--- config.mk ---
export PLATFORM = sky130hd
export DESIGN_NAME = usb_midi_sysex_setting_watcher_unit_flat
export DESIGN_NICKNAME = d
export VERILOG_FILES = /design/src/rtl/umsw_pkg.sv /design/src/rtl/umsw_if.sv /design/src/rtl/umsw_front.sv /design/src/rtl/umsw_queue.sv /design/src/rtl/umsw_back.sv /design/src/rtl/usb_midi_sysex_setting_watcher_unit.sv /design/src/flat_wrapper.sv
export SDC_FILE = /design/constraint.sdc
export NUM_CORES = 1
export LEC_CHECK = 0
export BUFFER_PORTS_ARGS = -buffer_cell sky130_fd_sc_hd__buf_4
export CORE_ASPECT_RATIO = 0.5
export CORE_MARGIN = 8
export CORE_UTILIZATION = 35
export CTS_CLUSTER_SIZE = 10
export DETAILED_ROUTE_END_ITERATION = 6
export SLEW_MARGIN = 20
export SYNTH_ARGS = -nofsm -noshare
export SYNTH_HDL_FRONTEND = slang
export SYNTH_HIERARCHICAL = 1
export SYNTH_SLANG_ARGS = --single-unit
--- constraint.sdc ---
create_clock -name clk_i -period 6.5 [get_ports clk_i]
set_input_delay 0.975 -clock clk_i [delete_from_list [all_inputs] [get_ports clk_i]]
set_output_delay 0.975 -clock clk_i [all_outputs]
set_load 0.005 [all_outputs]
--- src/rtl/umsw_pkg.sv ---
// ----------------------------------------------------------------------------
// umsw_pkg: shared types and constants of the SysEx setting watcher
// Holds USB-MIDI code indexes, SysEx framing bytes, setting keys, the fixed
// message header and the command that passes from the front to the back part.
// ----------------------------------------------------------------------------
`default_nettype none

package umsw_pkg;

  // Default message geometry
  localparam int MessageBytesDefault = 22;
  localparam int CaptureBytesDefault = 32;

  // Byte counter: wide enough for the largest capture size (63)
  localparam int CountW = 6;

  // Command queue between front and back
  localparam int QueueDepth = 2;
  localparam int QueuePtrW  = $clog2(QueueDepth);
  localparam int QueueCntW  = QueuePtrW + 1;

  // USB-MIDI code index numbers for SysEx
  localparam logic [3:0] CIN_SYSEX_CONT = 4'h4;
  localparam logic [3:0] CIN_SYSEX_END1 = 4'h5;
  localparam logic [3:0] CIN_SYSEX_END2 = 4'h6;
  localparam logic [3:0] CIN_SYSEX_END3 = 4'h7;

  localparam logic [3:0] CABLE_WATCHED = 4'h0;

  // SysEx framing
  localparam logic [7:0] SYSEX_START = 8'hF0;
  localparam logic [7:0] SYSEX_END   = 8'hF7;

  // Setting keys
  localparam logic [7:0] KEY_ROUTE  = 8'h12;
  localparam logic [7:0] KEY_SOURCE = 8'h14;

  // Header positions and fixed key/value positions within a message
  localparam int HeaderLen = 7;
  localparam int KeyPos    = 7;
  localparam int ValuePos  = 8;

  // Fixed header F0 00 21 1D 01 01 37
  function automatic logic [7:0] header_byte(input logic [2:0] idx);
    logic [7:0] b;
    case (idx)
      3'd0:    b = SYSEX_START;
      3'd1:    b = 8'h00;
      3'd2:    b = 8'h21;
      3'd3:    b = 8'h1D;
      3'd4:    b = 8'h01;
      3'd5:    b = 8'h01;
      3'd6:    b = 8'h37;
      default: b = 8'h00;
    endcase
    return b;
  endfunction

  // One classified request, front to back
  typedef struct packed {
    logic route_upd;   // valid route message seen
    logic source_upd;  // valid out-source message seen
    logic source_sel;  // bit 0 of value byte
    logic monitor;     // bit 1 of value byte
    logic frame_last;
  } cmd_t;

endpackage

`default_nettype wire

--- src/rtl/umsw_if.sv ---
// ----------------------------------------------------------------------------
// umsw_if: packet and result channels of the SysEx setting watcher
// Valid/ready channels; a request moves on a clock edge with both high.
// ----------------------------------------------------------------------------
`default_nettype none

interface umsw_pkt_if;
  logic       valid;
  logic       ready;
  logic [7:0] packet_head;
  logic [7:0] payload_first;
  logic [7:0] payload_second;
  logic [7:0] payload_third;
  logic       frame_last;

  modport source (
    output valid, packet_head, payload_first, payload_second, payload_third,
           frame_last,
    input  ready
  );
  modport sink (
    input  valid, packet_head, payload_first, payload_second, payload_third,
           frame_last,
    output ready
  );
endinterface

interface umsw_res_if;
  logic        valid;
  logic        ready;
  logic        out_source;
  logic        monitor_bit;
  logic        route_seen;
  logic        frame_changed;
  logic [31:0] change_count;

  modport source (
    output valid, out_source, monitor_bit, route_seen, frame_changed, change_count,
    input  ready
  );
  modport sink (
    input  valid, out_source, monitor_bit, route_seen, frame_changed, change_count,
    output ready
  );
endinterface

`default_nettype wire

--- src/rtl/umsw_front.sv ---
// ----------------------------------------------------------------------------
// umsw_front: packet intake and SysEx reassembly check
// Follows cable-0 SysEx bytes, checks header, length and trailer on the fly
// and turns every packet into one command for the back part.
// ----------------------------------------------------------------------------
`default_nettype none

module umsw_front #(
  parameter int MESSAGE_BYTES = umsw_pkg::MessageBytesDefault,
  parameter int CAPTURE_BYTES = umsw_pkg::CaptureBytesDefault
) (
  input  wire logic           clk_i,
  input  wire logic           rst_ni,
  umsw_pkt_if.sink            pkt_i,
  output umsw_pkg::cmd_t      cmd_o,
  output logic                cmd_valid_o,
  input  wire logic           cmd_ready_i
);
  import umsw_pkg::*;

  localparam int PosW = CountW + 1;

  logic              capturing_q, capturing_d;
  logic [CountW-1:0] count_q, count_d;
  logic              hdr_ok_q, hdr_ok_d;
  logic [7:0]        key_q, key_d;
  logic [7:0]        value_q, value_d;
  logic [7:0]        tail_q, tail_d;

  logic [3:0]        cin;
  logic [3:0]        cable;
  logic [1:0]        n_bytes;
  logic              is_sysex;
  logic              restart;
  logic              active;
  logic              is_end;
  logic              msg_ok;
  logic              accept;
  logic [7:0]        data [3];

  assign cin   = pkt_i.packet_head[3:0];
  assign cable = pkt_i.packet_head[7:4];
  assign data[0] = pkt_i.payload_first;
  assign data[1] = pkt_i.payload_second;
  assign data[2] = pkt_i.payload_third;

  always_comb begin
    unique case (cin)
      CIN_SYSEX_CONT: n_bytes = 2'd3;
      CIN_SYSEX_END1: n_bytes = 2'd1;
      CIN_SYSEX_END2: n_bytes = 2'd2;
      CIN_SYSEX_END3: n_bytes = 2'd3;
      default:        n_bytes = 2'd0;
    endcase
  end

  assign is_sysex = (n_bytes != 2'd0) && (cable == CABLE_WATCHED);
  assign restart  = is_sysex && (data[0] == SYSEX_START);
  assign active   = is_sysex && (capturing_q || restart);
  assign is_end   = active && (cin != CIN_SYSEX_CONT);

  // Take up to three bytes; positions past the capture size are dropped
  always_comb begin
    logic [PosW-1:0] pos;
    count_d  = restart ? '0 : count_q;
    hdr_ok_d = restart ? 1'b1 : hdr_ok_q;
    key_d    = key_q;
    value_d  = value_q;
    tail_d   = tail_q;
    for (int k = 0; k < 3; k++) begin
      pos = {1'b0, count_d};
      if (active && (k < int'(n_bytes)) && (pos < PosW'(CAPTURE_BYTES))) begin
        if (pos < PosW'(HeaderLen) && data[k] != header_byte(pos[2:0])) begin
          hdr_ok_d = 1'b0;
        end
        if (pos == PosW'(KeyPos)) begin
          key_d = data[k];
        end
        if (pos == PosW'(ValuePos)) begin
          value_d = data[k];
        end
        if (pos == PosW'(MESSAGE_BYTES - 1)) begin
          tail_d = data[k];
        end
        count_d = CountW'(pos + PosW'(1));
      end
    end
  end

  always_comb begin
    capturing_d = capturing_q;
    if (is_end) begin
      capturing_d = 1'b0;
    end else if (restart) begin
      capturing_d = 1'b1;
    end
  end

  assign msg_ok = is_end && hdr_ok_d && (count_d == CountW'(MESSAGE_BYTES)) &&
                  (tail_d == SYSEX_END);

  assign cmd_o.route_upd  = msg_ok && (key_d == KEY_ROUTE);
  assign cmd_o.source_upd = msg_ok && (key_d == KEY_SOURCE);
  assign cmd_o.source_sel = value_d[0];
  assign cmd_o.monitor    = value_d[1];
  assign cmd_o.frame_last = pkt_i.frame_last;

  assign cmd_valid_o = pkt_i.valid;
  assign pkt_i.ready = cmd_ready_i;
  assign accept      = pkt_i.valid && cmd_ready_i;

  always_ff @(posedge clk_i or negedge rst_ni) begin
    if (!rst_ni) begin
      capturing_q <= 1'b0;
      count_q     <= '0;
      hdr_ok_q    <= 1'b1;
      key_q       <= '0;
      value_q     <= '0;
      tail_q      <= '0;
    end else if (accept) begin
      capturing_q <= capturing_d;
      count_q     <= count_d;
      hdr_ok_q    <= hdr_ok_d;
      key_q       <= key_d;
      value_q     <= value_d;
      tail_q      <= tail_d;
    end
  end

endmodule

`default_nettype wire

--- src/rtl/umsw_queue.sv ---
// ----------------------------------------------------------------------------
// umsw_queue: command queue between front and back
// Short FIFO that lets the intake and the setting update stall separately.
// ----------------------------------------------------------------------------
`default_nettype none

module umsw_queue (
  input  wire logic            clk_i,
  input  wire logic            rst_ni,
  input  wire umsw_pkg::cmd_t  wr_cmd_i,
  input  wire logic            wr_valid_i,
  output logic                 wr_ready_o,
  output umsw_pkg::cmd_t       rd_cmd_o,
  output logic                 rd_valid_o,
  input  wire logic            rd_ready_i
);
  import umsw_pkg::*;

  cmd_t                 mem_q [QueueDepth];
  logic [QueuePtrW-1:0] wr_ptr_q, rd_ptr_q;
  logic [QueueCntW-1:0] cnt_q;
  logic                 push, pop;

  assign wr_ready_o = (cnt_q != QueueCntW'(QueueDepth));
  assign rd_valid_o = (cnt_q != '0);
  assign rd_cmd_o   = mem_q[rd_ptr_q];
  assign push       = wr_valid_i && wr_ready_o;
  assign pop        = rd_valid_o && rd_ready_i;

  always_ff @(posedge clk_i) begin
    if (push) begin
      mem_q[wr_ptr_q] <= wr_cmd_i;
    end
  end

  always_ff @(posedge clk_i or negedge rst_ni) begin
    if (!rst_ni) begin
      wr_ptr_q <= '0;
      rd_ptr_q <= '0;
      cnt_q    <= '0;
    end else begin
      if (push) begin
        wr_ptr_q <= wr_ptr_q + QueuePtrW'(1);
      end
      if (pop) begin
        rd_ptr_q <= rd_ptr_q + QueuePtrW'(1);
      end
      if (push && !pop) begin
        cnt_q <= cnt_q + QueueCntW'(1);
      end else if (pop && !push) begin
        cnt_q <= cnt_q - QueueCntW'(1);
      end
    end
  end

endmodule

`default_nettype wire

--- src/rtl/umsw_back.sv ---
// ----------------------------------------------------------------------------
// umsw_back: setting update and result register
// Applies route and out-source commands, counts selection changes, tracks
// changes per transfer frame and presents one registered result per command.
// ----------------------------------------------------------------------------
`default_nettype none

module umsw_back (
  input  wire logic            clk_i,
  input  wire logic            rst_ni,
  input  wire umsw_pkg::cmd_t  cmd_i,
  input  wire logic            cmd_valid_i,
  output logic                 cmd_ready_o,
  umsw_res_if.source           res_o
);
  import umsw_pkg::*;

  logic        source_q, source_d;
  logic        monitor_q, monitor_d;
  logic        route_q, route_d;
  logic [31:0] changes_q, changes_d;
  logic        frame_chg_q, frame_chg_d;
  logic        res_valid_q;
  logic        res_frame_q;
  logic        any_chg;
  logic        changed;
  logic        pop;

  // Take a command whenever the result register is empty or being drained
  assign cmd_ready_o = !res_valid_q || res_o.ready;
  assign pop         = cmd_valid_i && cmd_ready_o;

  always_comb begin
    changed   = cmd_i.source_upd && (cmd_i.source_sel != source_q);
    source_d  = changed ? cmd_i.source_sel : source_q;
    changes_d = changed ? changes_q + 32'd1 : changes_q;
    route_d   = route_q || cmd_i.route_upd;
    monitor_d = cmd_i.route_upd ? cmd_i.monitor : monitor_q;
    any_chg   = frame_chg_q || changed;
    // clear the frame flag once the frame's last packet is reported
    frame_chg_d = cmd_i.frame_last ? 1'b0 : any_chg;
  end

  always_ff @(posedge clk_i or negedge rst_ni) begin
    if (!rst_ni) begin
      source_q    <= 1'b0;
      monitor_q   <= 1'b0;
      route_q     <= 1'b0;
      changes_q   <= '0;
      frame_chg_q <= 1'b0;
      res_valid_q <= 1'b0;
      res_frame_q <= 1'b0;
    end else begin
      if (pop) begin
        source_q    <= source_d;
        monitor_q   <= monitor_d;
        route_q     <= route_d;
        changes_q   <= changes_d;
        frame_chg_q <= frame_chg_d;
        res_frame_q <= cmd_i.frame_last && any_chg;
        res_valid_q <= 1'b1;
      end else if (res_o.ready) begin
        res_valid_q <= 1'b0;
      end
    end
  end

  assign res_o.valid         = res_valid_q;
  assign res_o.out_source    = source_q;
  assign res_o.monitor_bit   = monitor_q;
  assign res_o.route_seen    = route_q;
  assign res_o.frame_changed = res_frame_q;
  assign res_o.change_count  = changes_q;

endmodule

`default_nettype wire

--- src/rtl/usb_midi_sysex_setting_watcher_unit.sv ---
// ----------------------------------------------------------------------------
// usb_midi_sysex_setting_watcher_unit: USB-MIDI SysEx setting watcher
// pkt_i takes one 4-byte USB-MIDI packet per request; res_o returns exactly
// one result per packet, in order: out-source selection, monitor bit, route
// seen flag, frame-changed flag (on the frame's last packet) and a 32-bit
// count of selection changes.
// The front part checks cable-0 SysEx bytes against the fixed header, the
// message length and the trailing F7 as they arrive, so a packet is taken
// every cycle while the queue has room. A two-entry command queue separates
// it from the back part, which updates the settings and loads the result
// register. The queue entry and the result register lie between an
// accepted packet and its result. Throughput: 1 packet per cycle while
// res_o is drained every cycle; the setting update in the back part sets it.
// When the receiver stalls the result holds, the queue fills, and pkt_i.ready
// drops once both queue entries are taken.
// Reset clears capture, settings, the change count and both channels.
// ----------------------------------------------------------------------------
`default_nettype none

module usb_midi_sysex_setting_watcher_unit #(
  parameter int MESSAGE_BYTES = umsw_pkg::MessageBytesDefault,
  parameter int CAPTURE_BYTES = umsw_pkg::CaptureBytesDefault
) (
  input  wire logic  clk_i,
  input  wire logic  rst_ni,
  umsw_pkt_if.sink   pkt_i,
  umsw_res_if.source res_o
);
  import umsw_pkg::*;

  cmd_t front_cmd;
  logic front_valid;
  logic front_ready;
  cmd_t back_cmd;
  logic back_valid;
  logic back_ready;

  umsw_front #(
    .MESSAGE_BYTES (MESSAGE_BYTES),
    .CAPTURE_BYTES (CAPTURE_BYTES)
  ) u_front (
    .clk_i       (clk_i),
    .rst_ni      (rst_ni),
    .pkt_i       (pkt_i),
    .cmd_o       (front_cmd),
    .cmd_valid_o (front_valid),
    .cmd_ready_i (front_ready)
  );

  umsw_queue u_queue (
    .clk_i      (clk_i),
    .rst_ni     (rst_ni),
    .wr_cmd_i   (front_cmd),
    .wr_valid_i (front_valid),
    .wr_ready_o (front_ready),
    .rd_cmd_o   (back_cmd),
    .rd_valid_o (back_valid),
    .rd_ready_i (back_ready)
  );

  umsw_back u_back (
    .clk_i       (clk_i),
    .rst_ni      (rst_ni),
    .cmd_i       (back_cmd),
    .cmd_valid_i (back_valid),
    .cmd_ready_o (back_ready),
    .res_o       (res_o)
  );

endmodule

`default_nettype wire
--- src/flat_wrapper.sv ---
// flat-port wrapper written by rule: the top's interface ports become plain ports
module usb_midi_sysex_setting_watcher_unit_flat import umsw_pkg::*;
#(
  parameter int MESSAGE_BYTES = umsw_pkg::MessageBytesDefault,
  parameter int CAPTURE_BYTES = umsw_pkg::CaptureBytesDefault
)
  (clk_i, rst_ni, pkt_i_valid, pkt_i_packet_head, pkt_i_payload_first, pkt_i_payload_second, pkt_i_payload_third, pkt_i_frame_last, pkt_i_ready, res_o_valid, res_o_out_source, res_o_monitor_bit, res_o_route_seen, res_o_frame_changed, res_o_change_count, res_o_ready);
  umsw_pkt_if pkt_i_i ();
  umsw_res_if res_o_i ();
  input  wire logic clk_i;
  input  wire logic rst_ni;
  input wire logic [$bits(pkt_i_i.valid)-1:0] pkt_i_valid;
  input wire logic [$bits(pkt_i_i.packet_head)-1:0] pkt_i_packet_head;
  input wire logic [$bits(pkt_i_i.payload_first)-1:0] pkt_i_payload_first;
  input wire logic [$bits(pkt_i_i.payload_second)-1:0] pkt_i_payload_second;
  input wire logic [$bits(pkt_i_i.payload_third)-1:0] pkt_i_payload_third;
  input wire logic [$bits(pkt_i_i.frame_last)-1:0] pkt_i_frame_last;
  output wire logic [$bits(pkt_i_i.ready)-1:0] pkt_i_ready;
  output wire logic [$bits(res_o_i.valid)-1:0] res_o_valid;
  output wire logic [$bits(res_o_i.out_source)-1:0] res_o_out_source;
  output wire logic [$bits(res_o_i.monitor_bit)-1:0] res_o_monitor_bit;
  output wire logic [$bits(res_o_i.route_seen)-1:0] res_o_route_seen;
  output wire logic [$bits(res_o_i.frame_changed)-1:0] res_o_frame_changed;
  output wire logic [$bits(res_o_i.change_count)-1:0] res_o_change_count;
  input wire logic [$bits(res_o_i.ready)-1:0] res_o_ready;
  assign pkt_i_i.valid = pkt_i_valid;
  assign pkt_i_i.packet_head = pkt_i_packet_head;
  assign pkt_i_i.payload_first = pkt_i_payload_first;
  assign pkt_i_i.payload_second = pkt_i_payload_second;
  assign pkt_i_i.payload_third = pkt_i_payload_third;
  assign pkt_i_i.frame_last = pkt_i_frame_last;
  assign pkt_i_ready = pkt_i_i.ready;
  assign res_o_valid = res_o_i.valid;
  assign res_o_out_source = res_o_i.out_source;
  assign res_o_monitor_bit = res_o_i.monitor_bit;
  assign res_o_route_seen = res_o_i.route_seen;
  assign res_o_frame_changed = res_o_i.frame_changed;
  assign res_o_change_count = res_o_i.change_count;
  assign res_o_i.ready = res_o_ready;
  usb_midi_sysex_setting_watcher_unit #(.MESSAGE_BYTES(MESSAGE_BYTES), .CAPTURE_BYTES(CAPTURE_BYTES)) u_core (.clk_i(clk_i), .rst_ni(rst_ni), .pkt_i(pkt_i_i), .res_o(res_o_i));
endmodule
==> results of run 1 <==
==> where the power goes <==
part           switching, mW  internal [mW]
logic                  0.292          0.222
clock network          0.232          0.267
registers             0.0717          0.562
==> critical path: cells and delay by family <==
family / cells / cell delay (ns)
simple gates: 8 / 2.99
buf+inv: 1 / 0.14
fa+ha+maj: 3 / 0.99
compound gates: 3 / 0.37
==> synth_stat cells, types with 6 or more instances <==
cell type / n
nor2_1: 50
buf_2: 16
dfrtp_1: 67
ha_1: 9
xnor2_1: 29
a21oi_1: 38
xor2_1: 21
nor3_1: 29
and3_1: 12
a21o_1: 6
nor4_1: 10
mux2i_1: 19
o21ai_0: 35
inv_1: 14
mux2_2: 20
clkbuf_1: 24
nand2_1: 66
nand4_1: 15
edfxtp_1: 10
nand2b_1: 11
nor2b_1: 10
nand3_1: 31
a211oi_1: 16
==> cell families (layout without fill, tap and decap cells) <==
kind of cell             after synthesis  in the layout  synth area share (%)
XOR/XNOR                              50             50                  7.53
buffers and inverters                 62            117                  4.80
flip-flops                            78             78                  34.5
multiplexers                          40             40                  7.40
adder cells (fa/ha/maj)                9              9                  1.94
AND/OR/NAND/NOR                      280            280                  26.1
AO/OA/AOI/OAI                        150            150                  17.8
==> metal layers <==
| layer | part of all wire [%] | track usage, % |
|---|---|---|
| met2 | 46 | 26.5 |
| met3 | 7.1 | 2.78 |
| met5 | 0 | 0 |
| met4 | 1.3 | 4.40 |
| met1 | 46 | 21.5 |
==> flip-flops by register name (all words and copies together), names as in the netlist, 2 cells and up <==
name	cells
u_core/u_front/count_q	6
u_core/u_queue/cnt_q	2
u_core/u_back/res_o.change_count	32
u_core/u_front/tail_q	8
u_core/u_queue/mem_q	10
u_core/u_front/key_q	8
u_core/u_front/value_q	2
==> path summary, 6_finish.rpt <==
kind	from	endpoint	slack, ns	cells past startpoint
setup / recovery	pkt_i_payload_first[0]	u_core/u_queue/mem_q[0][3]	1.11	15
min in group asynchronous	rst_ni	u_core/u_front/count_q[4]	0.72	1
setup reg to reg	u_core/u_front/count_q[0]	u_core/u_queue/mem_q[0][3]	1.79	13
hold / removal	u_core/u_back/res_o.change_count[31]	u_core/u_back/res_o.change_count[31]	0.47	1
max in group asynchronous	rst_ni	u_core/u_back/frame_chg_q	5.07	1
hold reg to reg	u_core/u_back/res_o.change_count[31]	u_core/u_back/res_o.change_count[31]	0.47	1
==> through the flow <==
step	total power, mW	hold slack [ns]
after floorplan	0.987	0.446
after global placement	1.15	0.454
after detailed placement	1.16	0.458
after CTS	1.67	0.476
after global routing	1.74	0.489
final	1.65	0.469
==> final cells by class <==
class	count	area [sq um]	area share, %
clock buffer	9	225	3.31
clock inverter	7	61.3	0.900
timing repair buffer	84	631	9.26
multi-input combinational	529	3540	52.0
sequential	78	2000	29.4
inverter	17	63.8	0.937
tap	227	284	4.17
==> reports/metrics.csv, run 1 <==
stage,metric,value,unit
status,status,finished clean,
timing,finClkSkew,0.0114,ns
layout,diodes,0,
timing,setup_viol,0,
layout,final_cell_mix,"84 x buf_4, 67 x dfrtp_1, 66 x nand2_1",
clock_network,cts_max_path_buffers,2,
synth,yosysSeqAreaShare,34.5,%
power,ir_drop,0.000147,V
floorplan,die_y,107,um
layout,finalNetCount,765,
synth,syn_area,5810,sq um
clock_network,h-tree-depth,3,
layout,finish.utilization,41.8,%
layout,stdcell_count,951,
route,antenna_left,0,
synth,yosys_register_bits,78,
route,dr.pass1.iters,5,
timing,hold_viol_final,0,
timing,rsz0062_at_grt,false,
placement,placed_area,6530,sq um
layout,fillers,1624,
clock_network,numCtsBuffers,9,
global_route,antenna_found_initial,0,
floorplan,core_region_area,16300,sq um
timing,fin_ws,1.11,ns
floorplan,die_area,21200,sq um
worst_setup_path,cp_max_fo,14,
worst_setup_path,cp_common_cell,ha_1,
placement,placed_cells,935,
placement,dp_hpwl,12800,um
clock_network,cts_setup_buffers,0,
route,vias,5312,
placement,globalplace.congestion,0.954,
layout,mostFrequentLayoutCell,buf_4,
synth,async_reset_ff_share,87.2,%
floorplan,io-pin-count,75,
worst_setup_path,crit_required,6.58,ns
global_route,grt_pass1_wl,27700,um
placement,port_buffers,74,
timing,slew_viol_final,0,
worst_setup_path,max_stage_delay,0.79,ns
power,leakage,2.79,nW
synth,synth_top_area_share,28.8,%
power,p_per_area,242,nW/um^2
global_route,grt_pass1_vias,5107,
timing,worstMarginPinSlew,1.01,ns
min_path,min_path_type,reg -> reg,
job,drv_cap,0,
timing,finalCritPeriodShare,83.0,%
worst_setup_path,end_kind,flop,
timing,clock.fmax,185,MHz
global_route,grt_use_total,16.1,%
layout,fin_area,6810,sq um
timing,slew-limit-headroom,32.7,%
layout,drive_gt1_share,20.7,%
clock_network,tritoncts,done,
synth,syn_avg_cell_area,8.69,sq um
synth,synth_nets,715,
synth,yosysTopAreaCell,dfrtp_1,
clock_network,cts.reportedPaths.clkPinSlew,0.06,ns
floorplan,start_util,35.6,%
placement,place_ws,0.892,ns
route,wirelength,17200,um
clock_network,post_cts_resized,0,
timing,fin_setup_tns,0,ns
clock_network,root_buffer,clkbuf_16,
worst_setup_path,path_cells,buf_4 > nor4b_2 > and2_2 > nor3_1 > nor2_1 > ha_1 > ha_1 > nor2_1 > a21oi_1 > ha_1 > or4_1 > o211ai_1 > and3_1 > o221ai_1 > nor4_1,
worst_setup_path,crit_slowest_cell,nor2_1,
layout,area_growth,17.2,%
global_route,overflow,0,
clock_network,cts-hold-fix-buffers,0,
synth,yosysUniqueCellTypes,84,
global_route,grt_max_degree,69,
synth,synthCells,669,
synth,synth_edf_count,10,
route,drtIter0Drc,498,
route,wire_per_inst,18.1,um
worst_setup_path,startpoint_type,input pin,
synth,yosys_warnings,6,
synth,ys.flop_type,dfrtp_1,
floorplan,die_x,198,um
clock_network,insertion_delay,0.34,ns
route,drc,0,
route,vias_per_cell,5.59,
synth,synth_area_leaders,"dfrtp_1 29%, edfxtp_1 5.2%, xnor2_1 4.4%",
floorplan,rows,33,
timing,period_minus_slack,5.39,ns
worst_setup_path,cp_data_arrival_time,5.48,ns
clock_network,cts_sinks,78,
worst_setup_path,critical_path_class,in -> reg,
No activity file was read; power rests on OpenSTA's default activity.
==> run 2, diff against run 1 <==
Clock period 6.5 ns to 5.3 ns, I/O delays scaled along.
==> reports/metrics.csv, run 2 (same netlist as run 1, synthesis figures left out) <==
stage,metric,value,unit,change
worst_setup_path,crit_required,5.42,ns,-1.16 ns
route,drtIter0Drc,557,,+12%
power,ir_drop,0.000163,V,+11%
floorplan,die_y,107,um,unchanged
timing,slew_viol_final,0,,unchanged
worst_setup_path,cp_data_arrival_time,4.86,ns,-0.62 ns
timing,rsz0062_at_grt,false,,
floorplan,rows,33,,unchanged
placement,dp_hpwl,13000,um,+1.4%
job,drv_cap,0,,unchanged
floorplan,core_region_area,16300,sq um,unchanged
clock_network,tritoncts,done,,
layout,mostFrequentLayoutCell,buf_4,,
route,wire_per_inst,18.0,um,-0.40%
timing,slew-limit-headroom,39.5,%,+6.8 points
floorplan,die_x,198,um,unchanged
layout,diodes,0,,unchanged
worst_setup_path,startpoint_type,input pin,,
power,p_per_area,294,nW/um^2,+22%
clock_network,cts_max_path_buffers,2,,unchanged
clock_network,cts.reportedPaths.clkPinSlew,0.07,ns,about the same
placement,port_buffers,74,,unchanged
global_route,antenna_found_initial,0,,unchanged
route,drc,0,,unchanged
clock_network,root_buffer,clkbuf_16,,
power,leakage,2.82,nW,+1.2%
global_route,grt_pass1_vias,5257,,+2.9%
global_route,grt_pass1_wl,28100,um,+1.5%
clock_network,cts_sinks,78,,unchanged
worst_setup_path,cp_max_fo,13,,-1
route,vias,5321,,+0.17%
layout,finalNetCount,772,,+0.92%
worst_setup_path,reg2reg_slack,0.86,ns,-0.93 ns
global_route,grt_max_degree,69,,unchanged
timing,hold_viol_final,0,,unchanged
placement,globalplace.congestion,0.896,,-6.0%
clock_network,numCtsBuffers,9,,unchanged
clock_network,post_cts_resized,0,,unchanged
layout,final_cell_mix,"91 x buf_4, 67 x dfrtp_1, 66 x nand2_1",,
global_route,grt_use_total,16.3,%,+0.26 points
worst_setup_path,critical_path_class,in -> reg,,
layout,area_growth,18.1,%,
clock_network,cts-hold-fix-buffers,0,,unchanged
timing,finalCritPeriodShare,89.5,%,
clock_network,h-tree-depth,3,,unchanged
status,status,finished clean,,
worst_setup_path,end_kind,flop,,
layout,drive_gt1_share,21.5,%,+0.76 points
floorplan,io-pin-count,75,,unchanged
clock_network,cts_setup_buffers,0,,unchanged
timing,fin_setup_tns,0,ns,unchanged
floorplan,start_util,35.6,%,unchanged
timing,setup_viol,0,,unchanged
route,antenna_left,0,,unchanged
layout,finish.utilization,42.1,%,+0.34 points
route,vias_per_cell,5.55,,-0.56%
route,wirelength,17300,um,+0.33%
clock_network,insertion_delay,0.34,ns,about the same
route,dr.pass1.iters,5,,unchanged
global_route,overflow,0,,unchanged
timing,worstMarginPinSlew,0.908,ns,-0.0982 ns
timing,clock.fmax,211,MHz,
timing,finClkSkew,0.00910,ns,-0.00231 ns
timing,period_minus_slack,4.74,ns,
floorplan,die_area,21200,sq um,unchanged
layout,largest_register_ffs,32,,unchanged
min_path,min_path_type,reg -> reg,,
run 2: cell types whose count changed in the layout (fill, tap and decap cells not counted), sizes merged:
cell    before  now
inv         20   19
clkinv       2    3
buf         84   91
run 2: worst paths after layout:
kind,to,from,depth (start not counted)
max,u_core/u_queue/mem_q[0][4],pkt_i_payload_first[0],15
min,u_core/u_back/res_o.route_seen,u_core/u_back/res_o.route_seen,1
max reg2reg,u_core/u_queue/mem_q[0][4],u_core/u_front/count_q[0],14
min reg2reg,u_core/u_back/res_o.route_seen,u_core/u_back/res_o.route_seen,1
max in group asynchronous,u_core/u_back/res_o.change_count[28],rst_ni,1
min in group asynchronous,u_core/u_front/count_q[5],rst_ni,1
run 2: cell type report:
cell class / instances / area (sq um)
Clock buffer: 9 / 225
Tap cell: 227 / 284
Fill cell: 1602 / 9440
Timing Repair Buffer: 91 / 683
Multi-Input combinational cell: 529 / 3540
Inverter: 17 / 63.8
Sequential cell: 78 / 2000
Clock inverter: 7 / 63.8
run 2: power by group:
part,total (mW),internal (mW),switching (mW)
logic,0.637,0.273,0.364
clock network,0.606,0.327,0.279
registers,0.776,0.690,0.0865
total,2.02,1.29,0.729
run 2: worst max-delay path: stages:
cell and delay, ns:
buf_4 0.14, nor4b_2 0.35, and2_2 0.36, o2bb2ai_1 0.20, or2_2 0.39, ha_1 0.25, ha_1 0.41, nor2_1 0.08
a21oi_1 0.17, ha_1 0.27, or4_1 0.51, o211ai_1 0.08, and3_1 0.18, o221ai_1 0.24, nor4_1 0.43
run 2: through the flow:
step                instance area, sq um  total power [mW]  setup WS (ns)  std cells  hold WS, ns
finish                              6870              2.02          0.558        958        0.474
global placement                    6580              1.42          0.367        942        0.453
detailed placement                  6580              1.43          0.295        942        0.460
global route                        6870              2.15          0.283        958        0.501
CTS                                 6870              2.04          0.637        958        0.478
floorplan                           5810              1.21          0.465        669        0.446
run 2: metal layers:
layer	track usage (%)	wire length [um]	share of wire [%]	vias to the layer above
met1	21.7	8120	47	2530
met5	0	0	0	-
met3	2.69	943	5.5	37
met2	26.2	7790	45	186
li1	-	-	-	2568
met4	6.47	400	2.3	0
